[src/rtl/csvt_pkg.sv]
package csvt_pkg;

    // Byte codes the parser reacts to
    localparam logic [7:0] CH_QUOTE = 8'h22;
    localparam logic [7:0] CH_COMMA = 8'h2C;
    localparam logic [7:0] CH_LF    = 8'h0A;
    localparam logic [7:0] CH_CR    = 8'h0D;
    localparam logic [7:0] CH_SPACE = 8'h20;

    // Result kinds
    localparam logic [1:0] KIND_CONTENT = 2'd0;
    localparam logic [1:0] KIND_END     = 2'd1;
    localparam logic [1:0] KIND_SUMMARY = 2'd2;

    // Register indexes (byte address bit 2)
    localparam logic REG_FIELDS  = 1'b0;
    localparam logic REG_RECORDS = 1'b1;

    // Queue between front and back
    localparam int QUEUE_DEPTH = 2;
    localparam int QUEUE_AW    = 1;
    localparam int QUEUE_CW    = 2;

    // Result slots of one bundle, in emission order
    localparam int SLOT_C0   = 0;
    localparam int SLOT_C1   = 1;
    localparam int SLOT_E0   = 2;
    localparam int SLOT_E1   = 3;
    localparam int SLOT_SUM  = 4;
    localparam int NUM_SLOTS = 5;

    typedef struct packed {
        logic [7:0] data_byte;
        logic       chunk_last;
    } t_in;

    typedef struct packed {
        logic [1:0]  item_kind;
        logic [7:0]  content_byte;
        logic [15:0] record_number;
        logic [5:0]  field_number;
        logic [15:0] field_length;
        logic        was_quoted;
        logic        is_corrupted;
        logic        ends_record;
        logic        short_record;
        logic [31:0] bytes_consumed;
        logic [15:0] records_out;
        logic        last_of_run;
    } t_out;

    typedef struct packed {
        logic [6:0]  fields_per_record;
        logic [15:0] records_per_chunk;
    } t_cfg;

    typedef struct packed {
        logic        vld;
        logic [15:0] rec;
        logic [5:0]  fld;
        logic [15:0] len;
        logic        quoted;
        logic        corrupt;
        logic        ends;
        logic        short_rec;
    } t_end;

    // Everything one byte produces, at most four results
    typedef struct packed {
        logic [1:0]  n_content;
        logic [7:0]  c_byte;
        logic [15:0] c_rec;
        logic [5:0]  c_fld;
        t_end        e0;
        t_end        e1;
        logic        sum_vld;
        logic [31:0] sum_bytes;
        logic [15:0] sum_recs;
    } t_bundle;

endpackage

[src/rtl/csvt_queue.sv]
module csvt_queue import csvt_pkg::*; (
    input  logic    i_clk,
    input  logic    i_rst_n,
    input  logic    i_push,
    input  t_bundle i_data,
    input  logic    i_pop,
    output t_bundle o_data,
    output logic    o_empty,
    output logic    o_full
);

    t_bundle               r_mem [QUEUE_DEPTH];
    logic [QUEUE_AW-1:0]   r_wptr, r_rptr;
    logic [QUEUE_CW-1:0]   r_count;
    logic                  do_push, do_pop;

    assign o_empty = (r_count == '0);
    assign o_full  = (r_count == QUEUE_CW'(QUEUE_DEPTH));
    assign do_push = i_push && !o_full;
    assign do_pop  = i_pop && !o_empty;
    assign o_data  = r_mem[r_rptr];

    always_ff @(posedge i_clk) begin
        if (do_push) begin
            r_mem[r_wptr] <= i_data;
        end
    end

    always_ff @(posedge i_clk) begin
        if (!i_rst_n) begin
            r_wptr  <= '0;
            r_rptr  <= '0;
            r_count <= '0;
        end else begin
            if (do_push) begin
                r_wptr <= (r_wptr == QUEUE_AW'(QUEUE_DEPTH - 1)) ? '0 : r_wptr + 1'b1;
            end
            if (do_pop) begin
                r_rptr <= (r_rptr == QUEUE_AW'(QUEUE_DEPTH - 1)) ? '0 : r_rptr + 1'b1;
            end
            if (do_push && !do_pop) begin
                r_count <= r_count + 1'b1;
            end else if (do_pop && !do_push) begin
                r_count <= r_count - 1'b1;
            end
        end
    end

endmodule

[config.mk]
export PLATFORM = sky130hd
export DESIGN_NAME = csvt_queue
export DESIGN_NICKNAME = d
export VERILOG_FILES = /design/src/rtl/csvt_pkg.sv /design/src/rtl/csvt_queue.sv
export SDC_FILE = /design/constraint.sdc
export NUM_CORES = 1
export LEC_CHECK = 0
export BUFFER_PORTS_ARGS = -buffer_cell sky130_fd_sc_hd__buf_4
export CORE_ASPECT_RATIO = 1.4
export CORE_MARGIN = 4
export CORE_UTILIZATION = 30
export CTS_BUF_LIST = sky130_fd_sc_hd__clkbuf_8
export CTS_CLUSTER_SIZE = 16
export DETAILED_ROUTE_END_ITERATION = 10
export PLACE_DENSITY_LB_ADDON = 0.1
export REMOVE_ABC_BUFFERS = 1
export SYNTH_ARGS = -nofsm -noshare
export SYNTH_HDL_FRONTEND = slang
export SYNTH_SLANG_ARGS = --single-unit
export TNS_END_PERCENT = 30
[constraint.sdc]
create_clock -name i_clk -period 7.36 [get_ports i_clk]
set_input_delay 0 -clock i_clk [delete_from_list [all_inputs] [get_ports i_clk]]
set_output_delay 0 -clock i_clk [all_outputs]
set_load 0.02 [all_outputs]
Word level (Yosys, flattened, before mapping)

Memory sizes are Yosys's and may differ from the RTL's. A register that Yosys moved wholly into a read port is not among the register bits.
Cells that the tools add are included.

Shift-type cells: 0
Multipliers: 0
Equal/unequal tests: 1
$add $sub $neg: 4
Magnitude comparators: 0
Divide/modulo/power cells: 0
Reduce and logical (&&, ||, !) cells: 10
Bitwise operators: 0
Multiplexer cells: 8

Operators by type and width:

| operator              | count |
|---|---|
| $mux W1               | 6 |
| $logic_and A1 B1 Y1   | 4 |
| $logic_not A1 Y1      | 4 |
| $mux W2               | 2 |
| $add A1 B1 Y1 const B | 2 |
| $add A2 B1 Y2 const B | 1 |
| $eq A2 B2 Y1 const B  | 1 |
| $logic_not A2 Y1      | 1 |
| $reduce_bool A2 Y1    | 1 |
| $sub A2 B1 Y2 const B | 1 |

Bits in read-only memories: 0
Logic and storage cells: 27
Bits in registers: 4
Bits in latches: 0
Input port bits: 171
Bits in writable memories: 334
Output and inout bits: 169
Memories: 1

Memories:

| memory | depth | bits a word | rd ports | clocked after Yosys merged registers in | wr ports | RTL line         | source |
|---|---|---|---|---|---|---|---|
| r_mem  | 2     | 167         | 1        | 1                                       | 1        | csvt_queue.sv:12 | `t_bundle r_mem [QUEUE_DEPTH];` |

Depth between registers and ports, before layout

Depth in word-level cells: 7
Gate-level depth with buffers: 7
Mapped depth without buffers: 7

Least setup slack after synthesis

Ideal clock, no wire load.

Kind: register to register
From: register r_count[0]
To: memory r_mem[0][0] in the netlist's numbering (enable)
Setup slack: -0.380 ns
Path buffers: 0
Stages on the path, launching flop included: 4
Data arrival time: 7.075 ns
Setup time: 0.665 ns
Cell sequence: dfxtp_1 > nand2b_1 > inv_1 > nor3_2

Word-level cells in the longest chain between the ends: 5

RTL lines:

| what                          | RTL line         | source |
|---|---|---|
| from (decl)                   | csvt_queue.sv:14 | `logic [QUEUE_CW-1:0] r_count;` |
| from (signal assigned)        | csvt_queue.sv:42 | `r_count <= r_count + 1'b1;` |
| from (signal assigned)        | csvt_queue.sv:44 | `r_count <= r_count - 1'b1;` |
| $eq A2 B2 Y1                  | csvt_queue.sv:18 | `assign o_full = (r_count == QUEUE_CW'(QUEUE_DEPTH));` |
| via o_full                    | csvt_queue.sv:9  | `output logic o_full` |
| $logic_not A1 Y1              | csvt_queue.sv:19 | `assign do_push = i_push && !o_full;` |
| $logic_and A1 B1 Y1           | csvt_queue.sv:19 |  |
| $mux W1                       | csvt_queue.sv:24 | `if (do_push) begin` |
| $mux W1 (implied by the code) | csvt_queue.sv:25 | `r_mem[r_wptr] <= i_data;` |
| to (decl)                     | csvt_queue.sv:12 |  |

The timed path passes the listed nets, and every way through them passes these cells.

==> flow_summary.toml <==
[power]
power_frac_seq_pct = 42.3
power_mw = 5.981
switching_share_pct = 30.59
power_density_nw_per_um2 = 321.0
power_frac_comb_pct = 33.1
p_int_mw = 4.151
power_switching_mw = 1.829
p_leak_nw = 7.247
ir_worst_vdd_mv = 0.1528
p_clk_share_pct = 24.6

[sta]
maxSlewViolCount = 0
fin_crit_ns = 2.794
slew_headroom_pct = 34.81
tightest_slew_ns = 0.9779
setup_tns_ns = 0
rsz0062_at_grt = "false"
finalSetupViolations = 0
final_hold_viol_count = 0
period_share_pct = 37.97
fmax_mhz = 357.9
fin_worst_skew_ns = 0.01401

[critical_path]
worst_path_most_repeated_cell = "buf_4"
crit_path_end_kind = "output port"
worst-path-buf-inv = 2
crit_path_top_delay_cell = "dfxtp_4"
cpPeakStageDelay_ns = 0.83
rr_startpoint = "r_count[0]"
path_class = "reg -> out"
cp_cell_sequence = "buf_4, mux2_2, buf_4"
crit_arrival_ns = 2.79
critical-path-top-delay-family = "buffers and inverters"
required_ns = 7.36
worst-path-max-fanout = 42
worst_setup_path_start_kind = "flop"

[grt]
grt_usage_pct = 12.50
grt_max_degree = 109
grt_antenna_before_repair = 4
grt_pass1_wl_um = 44440
overflow = 0
grt_pass1_vias = 7754

[yosys]
synth.distinct_cells = 21
yosysWarnings = 0
yosysSeqAreaShare_pct = 78.97
syn_area_per_cell_um2 = 23.54
yosysTopAreaCell = "edfxtp_1"
synth_cells = 545
synth_area_um2 = 12830
synth_top_area_share_pct = 78.19
synth_area_leaders = "edfxtp_1 78%, mux2_4 15%, mux2_2 3.2%, buf_6 1.4%, dfxtp_1 0.78%"
ys_ff_latch = 339

[floorplanning]
dieArea_um2 = 46180
start_util_pct = 30.39
pin_count = 340
core_um2 = 42200
die_h_um = 252.7
rows = 89
die_width_um = 182.8

[routing]
drt_wl_total_um = 30280
drt_iter0_drc = 208
dr.pass1.iters = 4
vias = 7072
wire_per_inst_um = 17.93
antenna_left = 0
avgViaCountPerCell = 4.187
remaining_drc_errors = 0

[clock_tree]
htree_levels = 2
clockBufferDepth = 3
clkTransAtPathRegs_ns = 0.07
cts_sinks = 339
postCtsSetupBuffers = 0
root_buffer = "clkbuf_8"
insertion_delay_ns = 0.58
tritoncts = "yes"
cts_buffers = 55

[cells_and_area]
n_fill_cell = 3793
multi_input_area_um2 = 2506
synthToLayoutAreaGrowth_pct = 45.26
drive_gt1_share_pct = 50.96
regArea_um2 = 10130
fin_nets = 1270

[placement]
io_buffers = 339
dp_hpwl_um = 19040
routabilityCongestion = 0.6992

[worst_hold_path]
hp-start = "i_push"
hold_path_class = "in -> reg"

[outcome]
status = "completed"

[run]
cap_violations = 0
[metal layers]
metal	vias up	track usage [%]	share of wire, %
met4	2	5.149	3.4
met3	68	3.657	6.9
met1	3481	13.09	35
li1	3288	-	-
met5	-	0	0.043
met2	233	23.24	54
[placed cells by master, fill, tap and decap left out]
| cell | count |
|---|---|
| mux2_4 | 130 |
| clkinv_1 | 13 |
| nor3_4 | 1 |
| inv_1 | 22 |
| dfxtp_4 | 1 |
| o21a_1 | 1 |
| or3_1 | 1 |
| clkbuf_8 | 57 |
| buf_4 | 343 |
| o21ai_1 | 1 |
| ha_1 | 1 |
| edfxtp_1 | 334 |
| diode_2 | 3 |
| a21boi_1 | 1 |
| xor2_1 | 1 |
| xnor2_1 | 2 |
| dlygate4sd3_1 | 170 |
| buf_12 | 2 |
| and3_4 | 1 |
| and2_1 | 3 |
| nand2b_1 | 1 |
| clkinv_2 | 8 |
| nor2_1 | 2 |
| a21boi_0 | 1 |
| o21ai_0 | 1 |
| dfxtp_1 | 4 |
| bufinv_16 | 1 |
| mux2_2 | 37 |
[tightest hold or removal path, stage by stage]
cell	delay [ns]
buf_4	0.09
inv_1	0.06
nor2_1	0.13
ha_1	0.19
or3_1	0.12
a21boi_1	0.06
[final cells by class]
type                            count  share of cell area, %
Clock inverter                     42                  1.041
Antenna cell                        3                0.04029
Timing Repair Buffer              515                  23.17
Tap cell                          546                  3.666
Inverter                            2                0.04029
Multi-Input combinational cell    185                  13.45
Sequential cell                   339                  54.38
Clock buffer                       57                  4.210
[repair_timing]
action / in CTS / in global routing
endpoints found under the setup margin: 0 / 0
hold endpoints to repair: 339 / 0
resized for setup: 0 / 0
hold buffers: 170 / 0
[path summary, 6_finish.rpt]
check	endpoint	slack, ns	cells past startpoint
setup / recovery	o_data[3]	4.57	3
hold / removal	r_count[1]	0.11	6
hold reg to reg	r_count[1]	0.54	2
setup reg to reg	r_mem[0][77]	4.78	5
[synth_stat cells]
cell	number
edfxtp_1	334
mux2_4	130
mux2_2	37
buf_6	16
dfxtp_1	5
and2_1	3
buf_2	3
inv_1	2
nor2_1	2
xnor2_1	2
a21boi_0	1
a21boi_1	1
and3_1	1
ha_1	1
nand2b_1	1
nor3_2	1
o21a_1	1
o21ai_0	1
o21ai_1	1
or3_1	1
xor2_1	1
[cells by family after synthesis]
family                     count (synthesis)  synth area share (%)
xor gates and xnor gates                   3                0.2049
and+or+nand+nor                            9                0.4293
muxes                                    167                 18.46
buffers and inverters                     21                 1.580
AOI/OAI and AO/OA                          5                0.2536
DFF                                      339                 78.97
adders and majority gates                  1               0.09753
[power by group through the flow]
stage | logic (mW) | registers, mW | clock network [mW]
floorplan | 1.27 | 2.69 | 0
global placement | 1.96 | 2.56 | 0
detailed placement | 1.95 | 2.57 | 0
CTS | 2.04 | 2.53 | 1.56
global route | 2.10 | 2.55 | 1.64
finish | 1.98 | 2.53 | 1.47
[stage by stage]
step | hold slack [ns] | worst slack [ns] | cells | utilization (%) | area [um2]
floorplan | 0.09887 | -0.3802 | 526 | - | 12630
global placement | 0.1855 | 4.696 | 1417 | 37.78 | 15950
detailed placement | 0.1876 | 4.696 | 1417 | 37.78 | 15950
CTS | 0.04004 | 4.391 | 1686 | 44.13 | 18630
global route | 0.09030 | 4.360 | 1688 | 44.14 | 18630
finish | 0.1134 | 4.566 | 1689 | 44.15 | 18630
[state kept, by name, indices dropped and copies added (netlist names), named ones only]
name,flops
r_count,2
r_wptr,1
r_mem,334
r_rptr,1
No activity file was read; power rests on OpenSTA's default activity.
