### config.mk
export PLATFORM = sky130hd
export DESIGN_NAME = csvt_back
export DESIGN_NICKNAME = d
export VERILOG_FILES = /design/src/rtl/csvt_pkg.sv /design/src/rtl/csvt_back.sv
export SDC_FILE = /design/constraint.sdc
export NUM_CORES = 1
export LEC_CHECK = 0
export BUFFER_PORTS_ARGS = -buffer_cell sky130_fd_sc_hd__buf_2
export CORE_AREA = 4 4 98 169
export CTS_BUF_LIST = sky130_fd_sc_hd__clkbuf_2 sky130_fd_sc_hd__clkbuf_4 sky130_fd_sc_hd__clkbuf_8
export CTS_CLUSTER_SIZE = 30
export DETAILED_ROUTE_END_ITERATION = 16
export DIE_AREA = 0 0 102 173
export HOLD_SLACK_MARGIN = 0.03
export PLACE_DENSITY = 0.73
export SETUP_SLACK_MARGIN = 0.2
export SLEW_MARGIN = 20
export SYNTH_ARGS = -nofsm -noshare
export SYNTH_HDL_FRONTEND = slang
export SYNTH_SLANG_ARGS = --single-unit
export TNS_END_PERCENT = 5
### constraint.sdc
create_clock -name i_clk -period 6.6 [get_ports i_clk]
set_input_delay 0.33 -clock i_clk [delete_from_list [all_inputs] [get_ports i_clk]]
set_output_delay 0.33 -clock i_clk [all_outputs]
set_load 0.01 [all_outputs]
### src/rtl/csvt_pkg.sv
package csvt_pkg;

    // Byte codes the parser reacts to
    localparam logic [7:0] CH_QUOTE = 8'h22;
    localparam logic [7:0] CH_COMMA = 8'h2C;
    localparam logic [7:0] CH_LF    = 8'h0A;
    localparam logic [7:0] CH_CR    = 8'h0D;
    localparam logic [7:0] CH_SPACE = 8'h20;

    // Result kinds
    localparam logic [1:0] KIND_CONTENT = 2'd0;
    localparam logic [1:0] KIND_END     = 2'd1;
    localparam logic [1:0] KIND_SUMMARY = 2'd2;

    // Register indexes (byte address bit 2)
    localparam logic REG_FIELDS  = 1'b0;
    localparam logic REG_RECORDS = 1'b1;

    // Queue between front and back
    localparam int QUEUE_DEPTH = 2;
    localparam int QUEUE_AW    = 1;
    localparam int QUEUE_CW    = 2;

    // Result slots of one bundle, in emission order
    localparam int SLOT_C0   = 0;
    localparam int SLOT_C1   = 1;
    localparam int SLOT_E0   = 2;
    localparam int SLOT_E1   = 3;
    localparam int SLOT_SUM  = 4;
    localparam int NUM_SLOTS = 5;

    typedef struct packed {
        logic [7:0] data_byte;
        logic       chunk_last;
    } t_in;

    typedef struct packed {
        logic [1:0]  item_kind;
        logic [7:0]  content_byte;
        logic [15:0] record_number;
        logic [5:0]  field_number;
        logic [15:0] field_length;
        logic        was_quoted;
        logic        is_corrupted;
        logic        ends_record;
        logic        short_record;
        logic [31:0] bytes_consumed;
        logic [15:0] records_out;
        logic        last_of_run;
    } t_out;

    typedef struct packed {
        logic [6:0]  fields_per_record;
        logic [15:0] records_per_chunk;
    } t_cfg;

    typedef struct packed {
        logic        vld;
        logic [15:0] rec;
        logic [5:0]  fld;
        logic [15:0] len;
        logic        quoted;
        logic        corrupt;
        logic        ends;
        logic        short_rec;
    } t_end;

    // Everything one byte produces, at most four results
    typedef struct packed {
        logic [1:0]  n_content;
        logic [7:0]  c_byte;
        logic [15:0] c_rec;
        logic [5:0]  c_fld;
        t_end        e0;
        t_end        e1;
        logic        sum_vld;
        logic [31:0] sum_bytes;
        logic [15:0] sum_recs;
    } t_bundle;

endpackage

### src/rtl/csvt_back.sv
module csvt_back import csvt_pkg::*; (
    input  logic    i_clk,
    input  logic    i_rst_n,
    input  t_bundle i_head,
    input  logic    i_head_valid,
    output logic    o_pop,
    output logic    o_out_valid,
    input  logic    i_out_stall,
    output t_out    o_out_data
);

    logic [NUM_SLOTS-1:0] r_done;
    logic                 r_valid;
    t_out                 r_data, n_data;
    logic [NUM_SLOTS-1:0] slots, pending, pick, remain;
    logic                 load;

    always_comb begin
        slots[SLOT_C0]  = i_head.n_content != 2'd0;
        slots[SLOT_C1]  = i_head.n_content == 2'd2;
        slots[SLOT_E0]  = i_head.e0.vld;
        slots[SLOT_E1]  = i_head.e1.vld;
        slots[SLOT_SUM] = i_head.sum_vld;
    end

    // lowest pending slot goes out first
    assign pending = slots & ~r_done;
    assign pick    = pending & (~pending + NUM_SLOTS'(1));
    assign remain  = pending & ~pick;
    assign load    = i_head_valid && (!r_valid || !i_out_stall);
    assign o_pop   = load && (remain == '0);

    always_comb begin
        t_end e;
        e      = pick[SLOT_E0] ? i_head.e0 : i_head.e1;
        n_data = '0;
        priority if (pick[SLOT_C0] || pick[SLOT_C1]) begin
            n_data.item_kind     = KIND_CONTENT;
            n_data.content_byte  = i_head.c_byte;
            n_data.record_number = i_head.c_rec;
            n_data.field_number  = i_head.c_fld;
        end else if (pick[SLOT_E0] || pick[SLOT_E1]) begin
            n_data.item_kind     = KIND_END;
            n_data.record_number = e.rec;
            n_data.field_number  = e.fld;
            n_data.field_length  = e.len;
            n_data.was_quoted    = e.quoted;
            n_data.is_corrupted  = e.corrupt;
            n_data.ends_record   = e.ends;
            n_data.short_record  = e.short_rec;
        end else begin
            n_data.item_kind      = KIND_SUMMARY;
            n_data.bytes_consumed = i_head.sum_bytes;
            n_data.records_out    = i_head.sum_recs;
        end
        n_data.last_of_run = (remain == '0);
    end

    always_ff @(posedge i_clk) begin
        if (!i_rst_n) begin
            r_valid <= 1'b0;
            r_done  <= '0;
        end else begin
            if (load) begin
                r_valid <= 1'b1;
                r_done  <= (remain == '0) ? '0 : (r_done | pick);
            end else if (!i_out_stall) begin
                r_valid <= 1'b0;
            end
        end
    end

    always_ff @(posedge i_clk) begin
        if (load) begin
            r_data <= n_data;
        end
    end

    assign o_out_valid = r_valid;
    assign o_out_data  = r_data;

endmodule

Word level (Yosys, flattened, before mapping)
Index checks and enable logic that the tools add are counted.
- add/subtract/negate cells: 1
- eq/ne operators: 2
- muxes and demuxes: 7
- bitwise logic cells: 8
- reductions and logical operators: 11
- operators with widths (operator ; count):
    2-to-1 mux 42 bit ; 2
    2-to-1 mux 22 bit ; 1
    bitwise AND 5 bit ; 3
    NOT 5 bit ; 3
    adder 5 x 1 -> 5 bit (second input constant) ; 1
    zero test 5 bit ; 1
    2-to-1 mux 5 bit ; 1
    OR 5 bit ; 1
    OR reduction 2 bit ; 2
    logical OR 1 bit ; 3
    == test 2 bit (second input constant) ; 1
    logical AND 1 bit ; 2
    zero test 1 bit ; 2
    2-to-1 mux 1 bit ; 2
    2-to-1 mux 2 bit ; 1
    inequality test 2 x 1 -> 1 bit (second input constant) ; 1
    nonzero test 2 bit ; 1
    NOT 1 bit ; 1
- flip-flop bits (word level): 107
- bits of input ports: 171
- logic and storage cells: 43

Logic depth before layout (Yosys ltp)
- depth in word-level cells: 9
- gate-level depth with buffers: 7

Worst setup path after synthesis
Ideal clock, no wire load.
- path type: input-to-output
- start point: input port i_head_valid
- end point: output port o_pop
- arrival: 6038 ps
- data required time: 6270 ps
- setup slack: 232 ps
- stages on the path: 3
- cells stage by stage: a21boi_1 -> nand2b_1 -> nor2_1
- cells in the longest elaborated chain, start to end: 2
- ends and longest elaborated chain (item ; line ; RTL):
    start, declared ; csvt_back.sv:5 ; input logic i_head_valid,
    logical AND 1 bit ; csvt_back.sv:30 ; assign load = i_head_valid && (!r_valid || !i_out_stall);
    logical AND 1 bit ; csvt_back.sv:31 ; assign o_pop = load && (remain == '0);
    end, declared ; csvt_back.sv:6 ; output logic o_pop,
No other way between the ends.

Worst setup path after layout
- start point: register r_valid, in the netlist o_out_valid
- end point: output port o_pop
- cells in the longest elaborated chain, start to end: 4
- ends and longest elaborated chain (item ; line ; RTL):
    start, declared ; csvt_back.sv:13 ; logic r_valid;
    start signal, assigned ; csvt_back.sv:61 ; r_valid <= 1'b0;
    start signal, assigned ; csvt_back.sv:65 ; r_valid <= 1'b1;
    start signal, assigned ; csvt_back.sv:68 ; r_valid <= 1'b0;
    zero test 1 bit ; csvt_back.sv:30 ;
    logical OR 1 bit ; csvt_back.sv:30 ;
    logical AND 1 bit ; csvt_back.sv:30 ;
    net load ; csvt_back.sv:16 ; logic load;
    logical AND 1 bit ; csvt_back.sv:31 ;
The timed path passes the listed nets, and every way through them passes these cells.

==> results.sh <==
export IMPL_status="completed"
export IMPL_grt_pass1_wl_um=19100
export IMPL_routed_wl_um=13000
export IMPL_gr_total_overflow=0
export IMPL_clk_latency_ns=0.36
export IMPL_avgSynthCellArea_um2=12.8
export IMPL_dp_hpwl_um=10100
export IMPL_rows=60
export IMPL_ir_drop_mv=0.105
export IMPL_ant_nets=0
export IMPL_hold_viol_final=0
export IMPL_timing_fmax_mhz=423
export IMPL_drtPass1Iterations=5
export IMPL_drive_gt1_frac=0.488
export IMPL_worst_slew_pin_slew_ns=0.884
export IMPL_slew_viol_final=0
export IMPL_synth_seq_cells=107
export IMPL_grt_pass1_vias=3661
export IMPL_synthToLayoutAreaGrowth_pct=38.8
export IMPL_synth_cell_types=32
export IMPL_cts_hold_buf=0
export IMPL_core_area_um2=15300
export IMPL_cts_setup_buffers=0
export IMPL_syn_nets=521
export IMPL_fin_crit_ns=2.36
export IMPL_avgRoutedWirePerCell_um=16.1
export IMPL_ys_seq_area_frac=0.702
export IMPL_io_pins=274
export IMPL_n_fill_cell=1509
export IMPL_num_nets_final=787
export IMPL_start_util=0.293
export IMPL_hold_slack_ns=0.210
export IMPL_hp_class="input port to flip-flop"
export IMPL_p_total_w=0.00145
export IMPL_portBuffers=273
export IMPL_min_period_over_period=0.358
export IMPL_cts_buffers_inserted=9
export IMPL_fin_skew_ns=0.00999
export IMPL_yosysWarnings=0
export IMPL_die_area_um2=17600
export IMPL_worst_slew_margin_rel=0.410
export IMPL_cp_start_kind="flip-flop"
export IMPL_cts_resized=0
export IMPL_finalSetupTns_ns=0
export IMPL_worst_ep_required_time_ns=6.27
export IMPL_drtIter0Drc=93
export IMPL_clk_pin_slew_ns=0.11
export IMPL_grt_start_max_net_pins=60
export IMPL_routed_via_density=4.55
export IMPL_synth_top_area_cell="edfxtp_1"
export IMPL_ctsRootBufferMaster="clkbuf_8"
export IMPL_grt_use_total=0.141
export IMPL_yosysTopAreaCellShare=0.675
export IMPL_gp_congestion=0.814
export IMPL_power_density_nw_per_um2=233
export IMPL_endpoint_kind="output port"
export IMPL_cp_max_fo=39
export IMPL_syn_instance_count=350
export IMPL_rsz0062_at_grt="false"
export IMPL_die_x_um=102
export IMPL_h_tree_depth=3
export IMPL_cts_tree="built"
export IMPL_setup_slack_ns=4.24
export IMPL_route_vias_total=3680
export IMPL_preCtsSetupSlack_ns=4.40
export IMPL_synthTopCellsByArea="edfxtp_1 68%, and2_1 7.0%, a221oi_1 4.3%, nor2_1 4.1%, nand2_1 3.5%"
export IMPL_clockBufferDepth=2
export IMPL_finalSetupViolCount=0
export IMPL_critical_path_class="flip-flop to output port"
export IMPL_antenna_found_initial=1
export IMPL_dieHeight_um=173
export IMPL_cp_arrival_ns=2.03
export IMPL_cap_violations=0
export IMPL_p_leak_nw=2.80
export IMPL_syn_area_um2=4490
export IMPL_clock_sinks=107
export IMPL_drc_errors=0
## per-stage QoR
| stage | instances | area [µm²] | utilization |
|---|---|---|---|
| floorplan | 350 | 4490 | - |
| global placement | 791 | 6020 | 0.393 |
| detailed placement | 791 | 6020 | 0.393 |
| CTS | 807 | 6230 | 0.407 |
| global route | 808 | 6230 | 0.407 |
| finish | 808 | 6230 | 0.407 |
## flip-flops by register name, summed over array words and instances (netlist names)
register     cells
o_out_valid      1
o_out_data     101
r_done           5
## cell families after synthesis
family | synth area share
and+or+nand+nor | 0.176
DFF | 0.702
buffers and inverters | 0.0287
AOI/OAI and AO/OA | 0.0933
## layer usage
layer	share of wire	GRT usage	vias up
li1	-	-	1790
met4	0.023	0.0586	0
met5	0	0	-
met1	0.35	0.150	1689
met3	0.076	0.0246	15
met2	0.55	0.264	186
## cell usage in the layout (no fill, tap or decap), types with 5 or more instances in the layout
cell type  netlist  final
buf_2           13    273
edfxtp_1       101    101
and2_1          50     50
nor2_1          49     49
nand2_1         42     42
a21oi_1         23     23
a221oi_1        22     22
clkbuf_8         0      9
and3_1           8      8
dfxtp_1          6      6
buf_4            2      5
## final timing paths
check / slack (ns) / from / cells after the start / to
worst max register to register: 4.58 / r_done[2]$_SDFFE_PN0P_ / 4 / o_out_data[76]$_DFFE_PP_
worst min-delay path: 0.21 / i_head_valid / 3 / o_out_valid$_SDFFE_PN0P_
worst max-delay path: 4.24 / o_out_valid$_SDFFE_PN0P_ / 5 / o_pop
worst min register to register: 0.49 / r_done[4]$_SDFFE_PN0P_ / 2 / r_done[4]$_SDFFE_PN0P_
## Yosys cell counts
master / count
edfxtp_1: 101
and2_1: 50
nor2_1: 49
nand2_1: 42
a21oi_1: 23
a221oi_1: 22
buf_2: 13
and3_1: 8
dfxtp_1: 6
clkbuf_1: 4
clkbuf_2: 3
nor2b_1: 3
a31oi_1: 2
buf_4: 2
inv_1: 2
nand2b_1: 2
o211ai_1: 2
o21ai_1: 2
a211oi_4: 1
a21boi_1: 1
a21oi_4: 1
a41oi_1: 1
and2b_1: 1
buf_6: 1
nand2_2: 1
nand4b_1: 1
nor2_2: 1
nor3b_1: 1
nor4b_1: 1
o21ai_0: 1
o21ai_4: 1
or2_4: 1
## critical path: stages, from the launching register on
cell and delay (ns):
dfxtp_1 0.37, a21boi_4 0.35, buf_4 0.50, nand2b_1 0.14, nor2_1 0.14, buf_2 0.15
## power breakdown
| part | switching, W | total, W | internal [W] |
|---|---|---|---|
| Combinational | 0.000126 | 0.000221 | 0.0000947 |
| Clock | 0.000240 | 0.000423 | 0.000183 |
| Sequential | 0.0000120 | 0.000808 | 0.000796 |
## cell type report
class	instances	area (µm²)	share of cell area
Multi-Input combinational cell	218	1230	0.197
Clock buffer	9	124	0.0199
Clock inverter	7	83.8	0.0134
Tap cell	186	233	0.0373
Timing Repair Buffer	278	1400	0.225
Inverter	2	7.51	0.00120
Sequential cell	107	3150	0.506
Antenna cell	1	2.50	0.000401
Note: power is estimated with default switching activity, not from simulation.
